--- config.mk ---
export PLATFORM = sky130hd
export DESIGN_NAME = bit_run_nibble_encoder_core
export DESIGN_NICKNAME = d
export VERILOG_FILES = /design/src/sv/brne_pkg.sv /design/src/sv/bit_run_nibble_encoder_core.sv /design/src/sv/brne_front.sv /design/src/sv/brne_out_q.sv /design/src/sv/brne_engine.sv
export VERILOG_INCLUDE_DIRS = /design/src /design/src/sv
export SDC_FILE = /design/constraint.sdc
export NUM_CORES = 1
export LEC_CHECK = 0
export BUFFER_PORTS_ARGS = -buffer_cell sky130_fd_sc_hd__buf_4
export CELL_PAD_IN_SITES_DETAIL_PLACEMENT = 1
export CELL_PAD_IN_SITES_GLOBAL_PLACEMENT = 1
export CORE_ASPECT_RATIO = 0.9
export CORE_MARGIN = 3
export CORE_UTILIZATION = 55
export CTS_BUF_LIST = sky130_fd_sc_hd__clkbuf_8
export DETAILED_ROUTE_END_ITERATION = 8
export PLACE_DENSITY = 0.89
export SYNTH_ARGS = -nofsm -noshare
export SYNTH_HDL_FRONTEND = slang
export SYNTH_SLANG_ARGS = --single-unit
--- constraint.sdc ---
create_clock -name clk -period 7.23 [get_ports clk]
set_clock_uncertainty 0.15 [all_clocks]
set_input_delay 0.723 -clock clk [delete_from_list [all_inputs] [get_ports clk]]
set_output_delay 0.723 -clock clk [all_outputs]
set_load 0.01 [all_outputs]
--- src/sv/bit_run_nibble_encoder_core_defines.svh ---
// assertion macros used by the encoder engine rtl
`ifndef BIT_RUN_NIBBLE_ENCODER_CORE_DEFINES_SVH
`define BIT_RUN_NIBBLE_ENCODER_CORE_DEFINES_SVH

// same-cycle implication, checked outside reset
`define BRNE_ASSERT_NOW(label, clk, rst_n, ante, cons, msg) \
	label: assert property (@(posedge clk) disable iff (!rst_n) (ante) |-> (cons)) \
		else $error(msg);

// next-cycle implication, checked outside reset
`define BRNE_ASSERT_NEXT(label, clk, rst_n, ante, cons, msg) \
	label: assert property (@(posedge clk) disable iff (!rst_n) (ante) |=> (cons)) \
		else $error(msg);

`endif

--- src/sv/brne_pkg.sv ---
package brne_pkg;

	// field widths
	localparam int DATA_W = 8;
	localparam int RUN_W  = 6;
	localparam int NIB_W  = 4;
	localparam int CNT_W  = 3;

	// queue depths, powers of two so pointers wrap on their own
	localparam int IN_DEPTH  = 2;
	localparam int IN_AW     = $clog2(IN_DEPTH);
	localparam int IN_CW     = $clog2(IN_DEPTH + 1);
	localparam int OUT_DEPTH = 4;
	localparam int OUT_AW    = $clog2(OUT_DEPTH);
	localparam int OUT_CW    = $clog2(OUT_DEPTH + 1);

	// chunk limits
	localparam logic [RUN_W-1:0] MAX_CHUNK   = 6'd63;
	localparam logic [RUN_W-1:0] SHORT_MAX   = 6'd3;
	localparam logic [CNT_W-1:0] BIT_CNT_END = 3'd7;

	// one queued input transaction
	typedef struct packed {
		logic [DATA_W-1:0] data;
		logic              last;
	} brne_item_t;

	// one output transaction
	typedef struct packed {
		logic [DATA_W-1:0] code;
		logic              stream_end;
	} brne_result_t;

	// nibble codes for one chunk
	typedef struct packed {
		logic             two;
		logic [NIB_W-1:0] n0;
		logic [NIB_W-1:0] n1;
	} brne_chunk_t;

	// short chunk: one nibble; long chunk: prefix nibble then low four count bits
	function automatic brne_chunk_t chunk_code(input logic bitv, input logic [RUN_W-1:0] cnt);
		brne_chunk_t c;
		c.two = (cnt > SHORT_MAX);
		if (c.two) begin
			c.n0 = {bitv, 1'b1, cnt[5:4]};
		end else begin
			c.n0 = {bitv, 1'b0, cnt[1:0]};
		end
		c.n1 = cnt[3:0];
		return c;
	endfunction

endpackage

--- src/sv/bit_run_nibble_encoder_core.sv ---
// a byte taken into an empty block passes the input queue, the run engine and the output queue
// the run engine takes one bit per cycle while the output queue is not full
// a final byte also runs the flush step, and the pad step if a nibble is held, then idles
// results leave at most one per cycle through a 4-entry output queue
// reset: arst_n clears both queues, the sequencer and the run state (zeros counted first)
module bit_run_nibble_encoder_core import brne_pkg::*; (
	input  logic       clk,
	input  logic       arst_n,
	input  logic       push,
	output logic       full,
	input  logic [7:0] data_byte,
	input  logic       final_byte,
	output logic       empty,
	input  logic       pop,
	output logic [7:0] code_byte,
	output logic       stream_end
);

	logic         item_valid;
	brne_item_t   item;
	logic         item_pop;
	logic         out_full;
	logic         res_valid;
	brne_result_t res;

	// input side queue
	brne_front u_front (
		.clk        (clk),
		.arst_n     (arst_n),
		.push       (push),
		.data_byte  (data_byte),
		.final_byte (final_byte),
		.full       (full),
		.item_valid (item_valid),
		.item       (item),
		.item_pop   (item_pop)
	);

	// bit-serial run encoder
	brne_engine u_engine (
		.clk        (clk),
		.arst_n     (arst_n),
		.item_valid (item_valid),
		.item       (item),
		.item_pop   (item_pop),
		.out_full   (out_full),
		.res_valid  (res_valid),
		.res        (res)
	);

	// result side queue
	brne_out_q u_out_q (
		.clk        (clk),
		.arst_n     (arst_n),
		.res_valid  (res_valid),
		.res        (res),
		.out_full   (out_full),
		.empty      (empty),
		.pop        (pop),
		.code_byte  (code_byte),
		.stream_end (stream_end)
	);

endmodule

--- src/sv/brne_front.sv ---
module brne_front import brne_pkg::*; (
	input  logic       clk,
	input  logic       arst_n,
	input  logic       push,
	input  logic [7:0] data_byte,
	input  logic       final_byte,
	output logic       full,
	output logic       item_valid,
	output brne_item_t item,
	input  logic       item_pop
);

	brne_item_t       mem_q [IN_DEPTH];
	logic [IN_AW-1:0] wr_ptr_q;
	logic [IN_AW-1:0] rd_ptr_q;
	logic [IN_CW-1:0] count_q;
	logic             wr_en;
	logic             rd_en;
	brne_item_t       wr_item;

	// classify the incoming byte into a queue entry
	always_comb begin
		wr_item.data = data_byte;
		wr_item.last = final_byte;
	end

	assign full       = (count_q == IN_CW'(IN_DEPTH));
	assign item_valid = (count_q != '0);
	assign item       = mem_q[rd_ptr_q];
	assign wr_en      = push && !full;
	assign rd_en      = item_pop && item_valid;

	// queue pointers and fill count
	always_ff @(posedge clk or negedge arst_n) begin
		if (!arst_n) begin
			wr_ptr_q <= '0;
			rd_ptr_q <= '0;
			count_q  <= '0;
		end else begin
			if (wr_en) begin
				wr_ptr_q <= wr_ptr_q + 1'b1;
			end
			if (rd_en) begin
				rd_ptr_q <= rd_ptr_q + 1'b1;
			end
			case ({wr_en, rd_en})
				2'b10:   count_q <= count_q + 1'b1;
				2'b01:   count_q <= count_q - 1'b1;
				default: count_q <= count_q;
			endcase
		end
	end

	// entry storage
	always_ff @(posedge clk) begin
		if (wr_en) begin
			mem_q[wr_ptr_q] <= wr_item;
		end
	end

endmodule

--- src/sv/brne_out_q.sv ---
module brne_out_q import brne_pkg::*; (
	input  logic         clk,
	input  logic         arst_n,
	input  logic         res_valid,
	input  brne_result_t res,
	output logic         out_full,
	output logic         empty,
	input  logic         pop,
	output logic [7:0]   code_byte,
	output logic         stream_end
);

	brne_result_t      mem_q [OUT_DEPTH];
	logic [OUT_AW-1:0] wr_ptr_q;
	logic [OUT_AW-1:0] rd_ptr_q;
	logic [OUT_CW-1:0] count_q;
	logic              wr_en;
	logic              rd_en;
	brne_result_t      head;

	assign out_full   = (count_q == OUT_CW'(OUT_DEPTH));
	assign empty      = (count_q == '0);
	assign wr_en      = res_valid && !out_full;
	assign rd_en      = pop && !empty;
	assign head       = mem_q[rd_ptr_q];
	assign code_byte  = head.code;
	assign stream_end = head.stream_end;

	// queue pointers and fill count
	always_ff @(posedge clk or negedge arst_n) begin
		if (!arst_n) begin
			wr_ptr_q <= '0;
			rd_ptr_q <= '0;
			count_q  <= '0;
		end else begin
			if (wr_en) begin
				wr_ptr_q <= wr_ptr_q + 1'b1;
			end
			if (rd_en) begin
				rd_ptr_q <= rd_ptr_q + 1'b1;
			end
			case ({wr_en, rd_en})
				2'b10:   count_q <= count_q + 1'b1;
				2'b01:   count_q <= count_q - 1'b1;
				default: count_q <= count_q;
			endcase
		end
	end

	// result storage
	always_ff @(posedge clk) begin
		if (wr_en) begin
			mem_q[wr_ptr_q] <= res;
		end
	end

endmodule

--- src/sv/brne_engine.sv ---
`include "bit_run_nibble_encoder_core_defines.svh"

module brne_engine import brne_pkg::*; (
	input  logic         clk,
	input  logic         arst_n,
	input  logic         item_valid,
	input  brne_item_t   item,
	output logic         item_pop,
	input  logic         out_full,
	output logic         res_valid,
	output brne_result_t res
);

	typedef enum logic [1:0] {ST_IDLE, ST_BITS, ST_FLUSH, ST_PAD} state_t;

	state_t             state_q;
	logic [CNT_W-1:0]   bit_cnt_q;
	logic               run_bit_q;
	logic [RUN_W-1:0]   run_len_q;
	logic [NIB_W-1:0]   held_q;
	logic               waiting_q;
	logic [DATA_W-1:0]  data_q;
	logic               last_q;

	logic               adv;
	logic               cur_bit;
	logic               chunk_go;
	logic [RUN_W-1:0]   chunk_cnt;
	logic               chunk_bit;
	logic               nxt_run_bit;
	logic [RUN_W-1:0]   nxt_run_len;
	brne_chunk_t        code;
	logic               byte_go;
	logic [DATA_W-1:0]  byte_val;
	logic [NIB_W-1:0]   nxt_held;
	logic               nxt_wait;
	logic               load;
	logic               end_out;
	logic               run_idle;
	logic               first_bit;

	assign adv     = !out_full;
	assign cur_bit = data_q[DATA_W-1];

	// run tracking for the current bit, or the pending chunk on flush
	always_comb begin
		chunk_go    = 1'b0;
		chunk_cnt   = run_len_q;
		chunk_bit   = run_bit_q;
		nxt_run_bit = run_bit_q;
		nxt_run_len = run_len_q;
		case (state_q)
			ST_BITS: begin
				if (cur_bit == run_bit_q) begin
					if (run_len_q == MAX_CHUNK) begin
						chunk_go    = 1'b1;
						chunk_cnt   = MAX_CHUNK;
						nxt_run_len = RUN_W'(1);
					end else begin
						nxt_run_len = run_len_q + 1'b1;
					end
				end else begin
					chunk_go    = 1'b1;
					nxt_run_bit = !run_bit_q;
					nxt_run_len = RUN_W'(1);
				end
			end
			ST_FLUSH: begin
				chunk_go = 1'b1;
			end
			default: begin
				chunk_go = 1'b0;
			end
		endcase
	end

	assign code = chunk_code(chunk_bit, chunk_cnt);

	// nibble packing against the held half byte
	always_comb begin
		byte_go  = 1'b0;
		byte_val = {held_q, code.n0};
		nxt_held = held_q;
		nxt_wait = waiting_q;
		if (chunk_go) begin
			if (waiting_q) begin
				byte_go  = 1'b1;
				byte_val = {held_q, code.n0};
				nxt_held = code.n1;
				nxt_wait = code.two;
			end else if (code.two) begin
				byte_go  = 1'b1;
				byte_val = {code.n0, code.n1};
				nxt_wait = 1'b0;
			end else begin
				nxt_held = code.n0;
				nxt_wait = 1'b1;
			end
		end
	end

	// result to the output queue
	always_comb begin
		res_valid      = 1'b0;
		res.code       = byte_val;
		res.stream_end = 1'b0;
		case (state_q)
			ST_BITS: begin
				res_valid = adv && byte_go;
			end
			ST_FLUSH: begin
				res_valid      = adv && byte_go;
				res.stream_end = !nxt_wait;
			end
			ST_PAD: begin
				res_valid      = adv;
				res.code       = {held_q, NIB_W'(0)};
				res.stream_end = 1'b1;
			end
			default: begin
				res_valid = 1'b0;
			end
		endcase
	end

	// take the next byte when idle or on the last bit of a plain byte
	assign load = item_valid && ((state_q == ST_IDLE) ||
		(state_q == ST_BITS && adv && bit_cnt_q == BIT_CNT_END && !last_q));
	assign item_pop = load;

	// sequencer and run state
	always_ff @(posedge clk or negedge arst_n) begin
		if (!arst_n) begin
			state_q   <= ST_IDLE;
			bit_cnt_q <= '0;
			run_bit_q <= 1'b0;
			run_len_q <= '0;
			held_q    <= '0;
			waiting_q <= 1'b0;
		end else begin
			case (state_q)
				ST_IDLE: begin
					if (load) begin
						state_q   <= ST_BITS;
						bit_cnt_q <= '0;
					end
				end
				ST_BITS: begin
					if (adv) begin
						run_bit_q <= nxt_run_bit;
						run_len_q <= nxt_run_len;
						held_q    <= nxt_held;
						waiting_q <= nxt_wait;
						bit_cnt_q <= bit_cnt_q + 1'b1;
						if (bit_cnt_q == BIT_CNT_END) begin
							if (last_q) begin
								state_q <= ST_FLUSH;
							end else if (load) begin
								state_q <= ST_BITS;
							end else begin
								state_q <= ST_IDLE;
							end
						end
					end
				end
				ST_FLUSH: begin
					if (adv) begin
						if (nxt_wait) begin
							held_q    <= nxt_held;
							waiting_q <= 1'b1;
							state_q   <= ST_PAD;
						end else begin
							run_bit_q <= 1'b0;
							run_len_q <= '0;
							held_q    <= '0;
							waiting_q <= 1'b0;
							state_q   <= ST_IDLE;
						end
					end
				end
				ST_PAD: begin
					if (adv) begin
						run_bit_q <= 1'b0;
						run_len_q <= '0;
						held_q    <= '0;
						waiting_q <= 1'b0;
						state_q   <= ST_IDLE;
					end
				end
				default: begin
					state_q <= ST_IDLE;
				end
			endcase
		end
	end

	// byte shifter, msb first
	always_ff @(posedge clk) begin
		if (load) begin
			data_q <= item.data;
			last_q <= item.last;
		end else if (state_q == ST_BITS && adv) begin
			data_q <= {data_q[DATA_W-2:0], 1'b0};
		end
	end

	// conditions watched by the checks
	assign end_out   = res_valid && res.stream_end;
	assign run_idle  = !waiting_q && (run_len_q == '0) && !run_bit_q;
	assign first_bit = (state_q == ST_BITS) && (bit_cnt_q == '0);

	// checks
	`BRNE_ASSERT_NOW(a_emit_room, clk, arst_n, res_valid, !out_full, "result written into a full queue")
	`BRNE_ASSERT_NOW(a_pad_half, clk, arst_n, state_q == ST_PAD, waiting_q, "pad without held nibble")
	`BRNE_ASSERT_NEXT(a_end_clears, clk, arst_n, end_out, run_idle, "run state kept after stream end")
	`BRNE_ASSERT_NEXT(a_load_starts, clk, arst_n, item_pop, first_bit, "loaded byte not at first bit")

endmodule

## Word-level counts from Yosys, hierarchy flattened

Memory sizes are Yosys's and may differ from the RTL's.
Cells that the tools add are included.

- $lt $le $gt $ge: 1
- Shift operators: 0
- Div/mod/pow operators: 0
- Multipliers: 0
- Reduce and logical (&&, ||, !) cells: 30
- Multiplexer cells: 64
- Add/subtract/negate cells: 10
- Equal/unequal tests: 19
- Bitwise logic cells: 0

Operators by type and width:

| kind | count |
|---|---|
| two-way mux 6 bit | 9 |
| two-way mux 8 bit | 6 |
| two-way mux 4 bit | 7 |
| two-way mux 1 bit | 21 |
| one-hot mux 6 bit (3 select lines) | 1 |
| two-way mux 2 bit | 7 |
| != test 2 bit, second input constant | 7 |
| one-hot mux 3 bit (2 select lines) | 2 |
| one-hot mux 4 bit (3 select lines) | 1 |
| == test 2 bit, second input constant | 5 |
| AND reduction 5 bit | 2 |
| nonzero test 2 bit | 5 |
| logical AND 1 bit | 9 |
| two-way mux 3 bit | 3 |
| one-hot mux 2 bit (4 select lines) | 1 |
| adder 2 x 1 -> 2 bit, second input constant | 3 |
| adder 3 x 1 -> 3 bit, second input constant | 2 |
| adder 6 x 1 -> 6 bit, second input constant | 1 |
| == test 2 x 1 -> 1 bit, second input constant | 3 |
| == test 3 bit, second input constant | 2 |
| == test 6 bit, second input constant | 1 |
| greater-than comparator 6 x 2 -> 1 bit, second input constant | 1 |
| logical NOT 1 bit | 6 |
| one-hot mux 1 bit (2 select lines) | 3 |
| other kinds (14) | 16 |

- Register bits: 37
- Memories kept: 2
- Memory bits (read-only): 0
- Bits in latches: 0
- Output and inout port bits: 11
- Bits of input ports: 13
- Memory bits (writable): 54

Memories:

| name | depth | width | rd ports | clocked after memory_dff | wr ports | line | text |
|---|---|---|---|---|---|---|---|
| u_out_q.mem_q | 4 | 9 | 1 | 0 | 1 | brne_out_q.sv:13 | `brne_result_t mem_q [OUT_DEPTH];` |
| u_front.mem_q | 2 | 9 | 1 | 0 | 1 | brne_front.sv:13 | `brne_item_t mem_q [IN_DEPTH];` |

## Longest topological paths before layout

- Depth after elaboration: 13
- Depth in mapped cells: 13
- Depth with buffers taken out: 13

## Modules after synthesis

Synthesis repeated with hierarchy kept, for this count alone.

- Cells, all modules: 315
- Area, all modules: 4234.1 um^2

By module, submodules not included:

| module | seq. area each (um^2) | area an instance (um^2) | cells each | instances |
|---|---|---|---|---|
| brne_out_q | 1256.2 | 1739.2 | 84 | 1 |
| brne_engine | 695.7 | 1649.1 | 185 | 1 |
| brne_front | 640.6 | 845.8 | 46 | 1 |

## Worst setup path before layout

OpenSTA, ideal clock, no wires.

- Path kind: flip-flop to flip-flop
- Start: register u_engine.state_q[1]
- End: register u_out_q.count_q[2]
- Period minus slack after synthesis: 2.725 ns
- Required time: 7.001 ns
- Stages on the path, launching flop included: 14
- Path slack: 4.505 ns
- Arrival time: 2.496 ns
- Setup time: 0.079 ns
- Path buffers: 0
- Cells stage by stage: dfrtp_1 inv_1 ha_1 inv_1 o221a_4 nor2b_4 a22o_2 inv_1 ha_1 inv_1 fa_1 xor2_1 nor2_1 xor2_1

- Longest elaborated chain between the ends: 11
- Elaborated cells on any way between the ends: 17

RTL lines:

| element | line | text |
|---|---|---|
| start, declared | brne_engine.sv:16 | `state_t state_q;` |
| start signal, assigned | brne_engine.sv:134 | `state_q <= ST_IDLE;` |
| start signal, assigned | brne_engine.sv:144 | `state_q <= ST_BITS;` |
| start signal, assigned | brne_engine.sv:157 | `state_q <= ST_FLUSH;` |
| == test 2 x 1 -> 1 bit | brne_engine.sv:52, brne_engine.sv:107 |  |
| two-way mux 6 bit | brne_engine.sv:52 | `case (state_q)` |
| greater-than comparator 6 x 2 -> 1 bit | brne_pkg.sv:44 | `c.two = (cnt > SHORT_MAX);` |
| two-way mux 1 bit | brne_engine.sv:91 | `end else if (code.two) begin` |
| two-way mux 1 bit | brne_engine.sv:86 | `if (waiting_q) begin` |
| two-way mux 1 bit | brne_engine.sv:85 | `if (chunk_go) begin` |
| logical AND 1 bit | brne_engine.sv:109, brne_engine.sv:112 |  |
| one-hot mux 1 bit (2 select lines) (*) | brne_engine.sv:107 | `case (state_q)` |
| logical AND 1 bit (*) | brne_out_q.sv:23 | `assign wr_en = res_valid && !out_full;` |
| == test 2 x 1 -> 1 bit / == test 2 bit (equally long branches) | brne_out_q.sv:42 | `case ({wr_en, rd_en})` |
| one-hot mux 3 bit (2 select lines) / nonzero test 2 bit (equally long branches) | -- |  |
| end signal, assigned | brne_out_q.sv:43 | `2'b10: count_q <= count_q + 1'b1;` |
| end signal, assigned | brne_out_q.sv:44 | `2'b01: count_q <= count_q - 1'b1;` |
| end signal, assigned | brne_out_q.sv:45 | `default: count_q <= count_q;` |
| end, declared | brne_out_q.sv:16 | `logic [OUT_CW-1:0] count_q;` |

Every way passes the cells marked *; elsewhere a longest branch is shown, timed or not.
A chain may end at the register's enable or synchronous reset.

## Worst setup path in the final report

Ends and elaborated chain as after synthesis.

==> results.md <==
- Clock latency on the worst-skew pair: 0.35 ns
- Min Tclk post-route: 3.39 ns
- Max Cap Violations: 0
- Terminus of the critical flop-to-flop path: u_out_q.count_q[2]
- FF-to-FF setup slack: 3.84 ns
- Post-synthesis simple-gate area fraction: 10.4%
- Row count: 29
- Worst min path class: primary input to asynchronous set/reset pin
- Initial cell density of the core: 58.8%
- DRT iter0 DRCs: 166
- Sequential share of the synthesized area: 60.5%
- Vias: 2642
- Core Area: 7290 um2
- Outcome: complete, no violations
- CTS tree: yes
- Main combinational cell family by area after synthesis: simple AND/OR/NAND/NOR gates
- Setup crit end: u_out_q.count_q[2]
- Post-DR vias/cell: 6.03
- Initial antenna violation count: 0
- CTS H-Tree Depth: 3
- Tcrit/Tclk final: 46.9%
- Global-route wire length before repair: 15900 um
- Pins over their slew limit: 0
- Synth Area in Adders: 4.84%
- Grt peak-use layer: met2
- Layout Cells excl Fill: 438
- Critical-path maximum fanout: 12
- Post-CTS Setup Bufs: 0
- Root Buffer: clkbuf_8
- WL/cell: 22.2 um
- Synth Area in Compound Gates: 9.89%
- Power per cell area: 455 nW/um2
- Final ANT Viol Nets: 0
- Post-CTS sizing: 0
- Die Height: 89.8 um
- Final setup fails: 0
- Worst-path clk slew: 0.09 ns
- Unrepaired setup endpoints after global routing: no
- Synth cell types: 59
- Commonest cells in the netlist: edfxtp_1, dfrtp_1, nor2_1
- EDFF count, synth: 63
- Setup CP Type: register to register
- Setup_tns: 0 ns
- Final setup margin: 3.84 ns
- Final hold violations: 0
- Number of synthesized register bits: 91
- Count leader, synth: edfxtp_1
- Max Clock Freq: 295 MHz
- Cell count after placement: 422
- Post-Syn Instances: 315
- Maximum VDD drop: 0.000267 V
- Io pins: 24
- Die Area: 8890 um2
- GRT met2 Usage: 39.1%
- Dominant cells by area after synthesis: edfxtp_1, dfrtp_1, mux4_2
- CTS Buffer Depth: 2
- Total Routed Length: 9740 um
- Final nets: 369
- Routability cong.: 0.826
- Fraction of layout cells with a size suffix above 1: 19.4%
- CP startpoint: u_engine.state_q[1]
- CP Capture Type: register
- Ys async rst share: 30.8%
- Syn_nets: 344
- CTS Sinks: 91
- Synth Warn #: 0
- GRT Total Usage: 23.4%
- XOR/XNOR Fraction of Synth Area: 2.63%
- Vias in the first global route: 2919
- Synth Cell Area: 4290 um2
- Overall power: 2.15 mW
- Pre-Repair DR Iteration Count: 4
- R2R depth: 13
- Crit path DAT: 3.52 ns
- Dpl hpwl: 6670 um
- P&R area growth vs syn: 10.2%
- Synthesized area per cell: 13.6 um2
- Yosys top cell by area: edfxtp_1
- Drc violations: 0
- WHS: 0.128 ns
- Multiplexer share of the synthesized area: 8.84%
- Routing usage on met3: 5.57%
- Hold Buf Count CTS: 0
- Reg-to-Reg Start: u_engine.state_q[1]
- Pre-CTS setup slack: 3.91 ns
- CTS Buf Count: 9
- Antenna Cells: 0
- Max-slew headroom: 35.6%
- CP startpoint kind: register
- GR Util met1: 30.5%
- Ys flop type: edfxtp_1
- Grt ovf: 0
- Required time of the critical path: 7.36 ns
- Number of buffers added on ports: 23
- Die Width: 99.1 um
- Pleak: 1.85 nW
- Worst Max-Slew Pin Slew: 0.966 ns
- Share of the synthesized area in the top cell type: 44.1%
- Largest net degree at the start of global routing: 29
[sequential cells by signal, indices dropped and copies added (netlist names)]
signal and count:
u_out_q.mem_q 36, u_out_q.count_q 3, u_engine.chunk_bit 1, u_engine.held_q 4, u_out_q.wr_ptr_q 2, u_engine.bit_cnt_q 3, u_engine.state_q 2, u_front.wr_ptr_q 1
u_engine.waiting_q 1, u_engine.run_len_q 6, u_front.rd_ptr_q 1, u_engine.data_q 8, u_engine.last_q 1, u_front.count_q 2, u_out_q.rd_ptr_q 2, u_front.mem_q 18
[critical path: stages (launching register included)]
cell	delay [ns]
dfrtp_1	0.45
inv_1	0.11
ha_1	0.38
inv_1	0.32
o221a_4	0.32
nor2b_4	0.07
a22o_2	0.28
inv_1	0.07
ha_1	0.19
inv_1	0.08
fa_1	0.43
xor2_1	0.16
nor2_1	0.13
xor2_1	0.17
[logic make-up after synthesis]
family                   Yosys count
AND/OR/NAND/NOR                   85
XOR/XNOR                          12
flip-flops                        91
multiplexers                      26
AO/OA/AOI/OAI                     59
buffers and inverters             26
adder cells (fa/ha/maj)           16
[metrics by stage]
stage / util [%] / cell area (um2)
after floorplan: - / 4290
after global placement: 61.9 / 4520
after detailed placement: 61.9 / 4520
after CTS: 64.8 / 4730
after global routing: 64.8 / 4730
final: 64.8 / 4730
[worst min-delay path by stage]
stage / startpoint / endpoint / slack, ns
after floorplan: arst_n / u_engine.bit_cnt_q[0] / 0.28
after global placement: u_front.wr_ptr_q / u_front.wr_ptr_q / 0.33
after detailed placement: u_front.count_q[1] / u_front.count_q[1] / 0.34
after CTS: arst_n / u_engine.run_len_q[1] / 0.13
after global routing: arst_n / u_engine.run_len_q[4] / 0.13
final: arst_n / u_front.rd_ptr_q / 0.13
[cell type report]
type	count	area [um2]
fillers	686	2570
inverters	16	60.1
multi-input cells	198	1570
repair buffers	24	180
well taps	93	116
clock inverters	7	85.1
clock buffers	9	124
flip-flops and latches	91	2590
[layer usage]
metal	vias to the layer above	routed length, um	share of wire (%)
met5	-	0	0
met4	0	149	1.5
met3	12	352	3.6
met2	56	5160	53
met1	1355	4080	42
li1	1219	-	-
[cells in the final DEF (no fill, tap or decap), types with 6 or more instances in the layout]
cell type	n
o21ai_0	16
buf_4	24
dfrtp_1	28
nor2_1	25
clkbuf_8	9
a21oi_1	15
xnor2_1	6
ha_1	15
nor3_1	6
mux4_2	9
nand2_1	22
edfxtp_1	63
mux2i_1	12
inv_1	18
[power by group]
part / leakage (nW) / internal, mW / switching, mW
Sequential: 0.935 / 0.744 / 0.135
Clock: 0.113 / 0.191 / 0.171
Combinational: 0.799 / 0.378 / 0.529
Note: power is estimated with default switching activity, not from simulation.
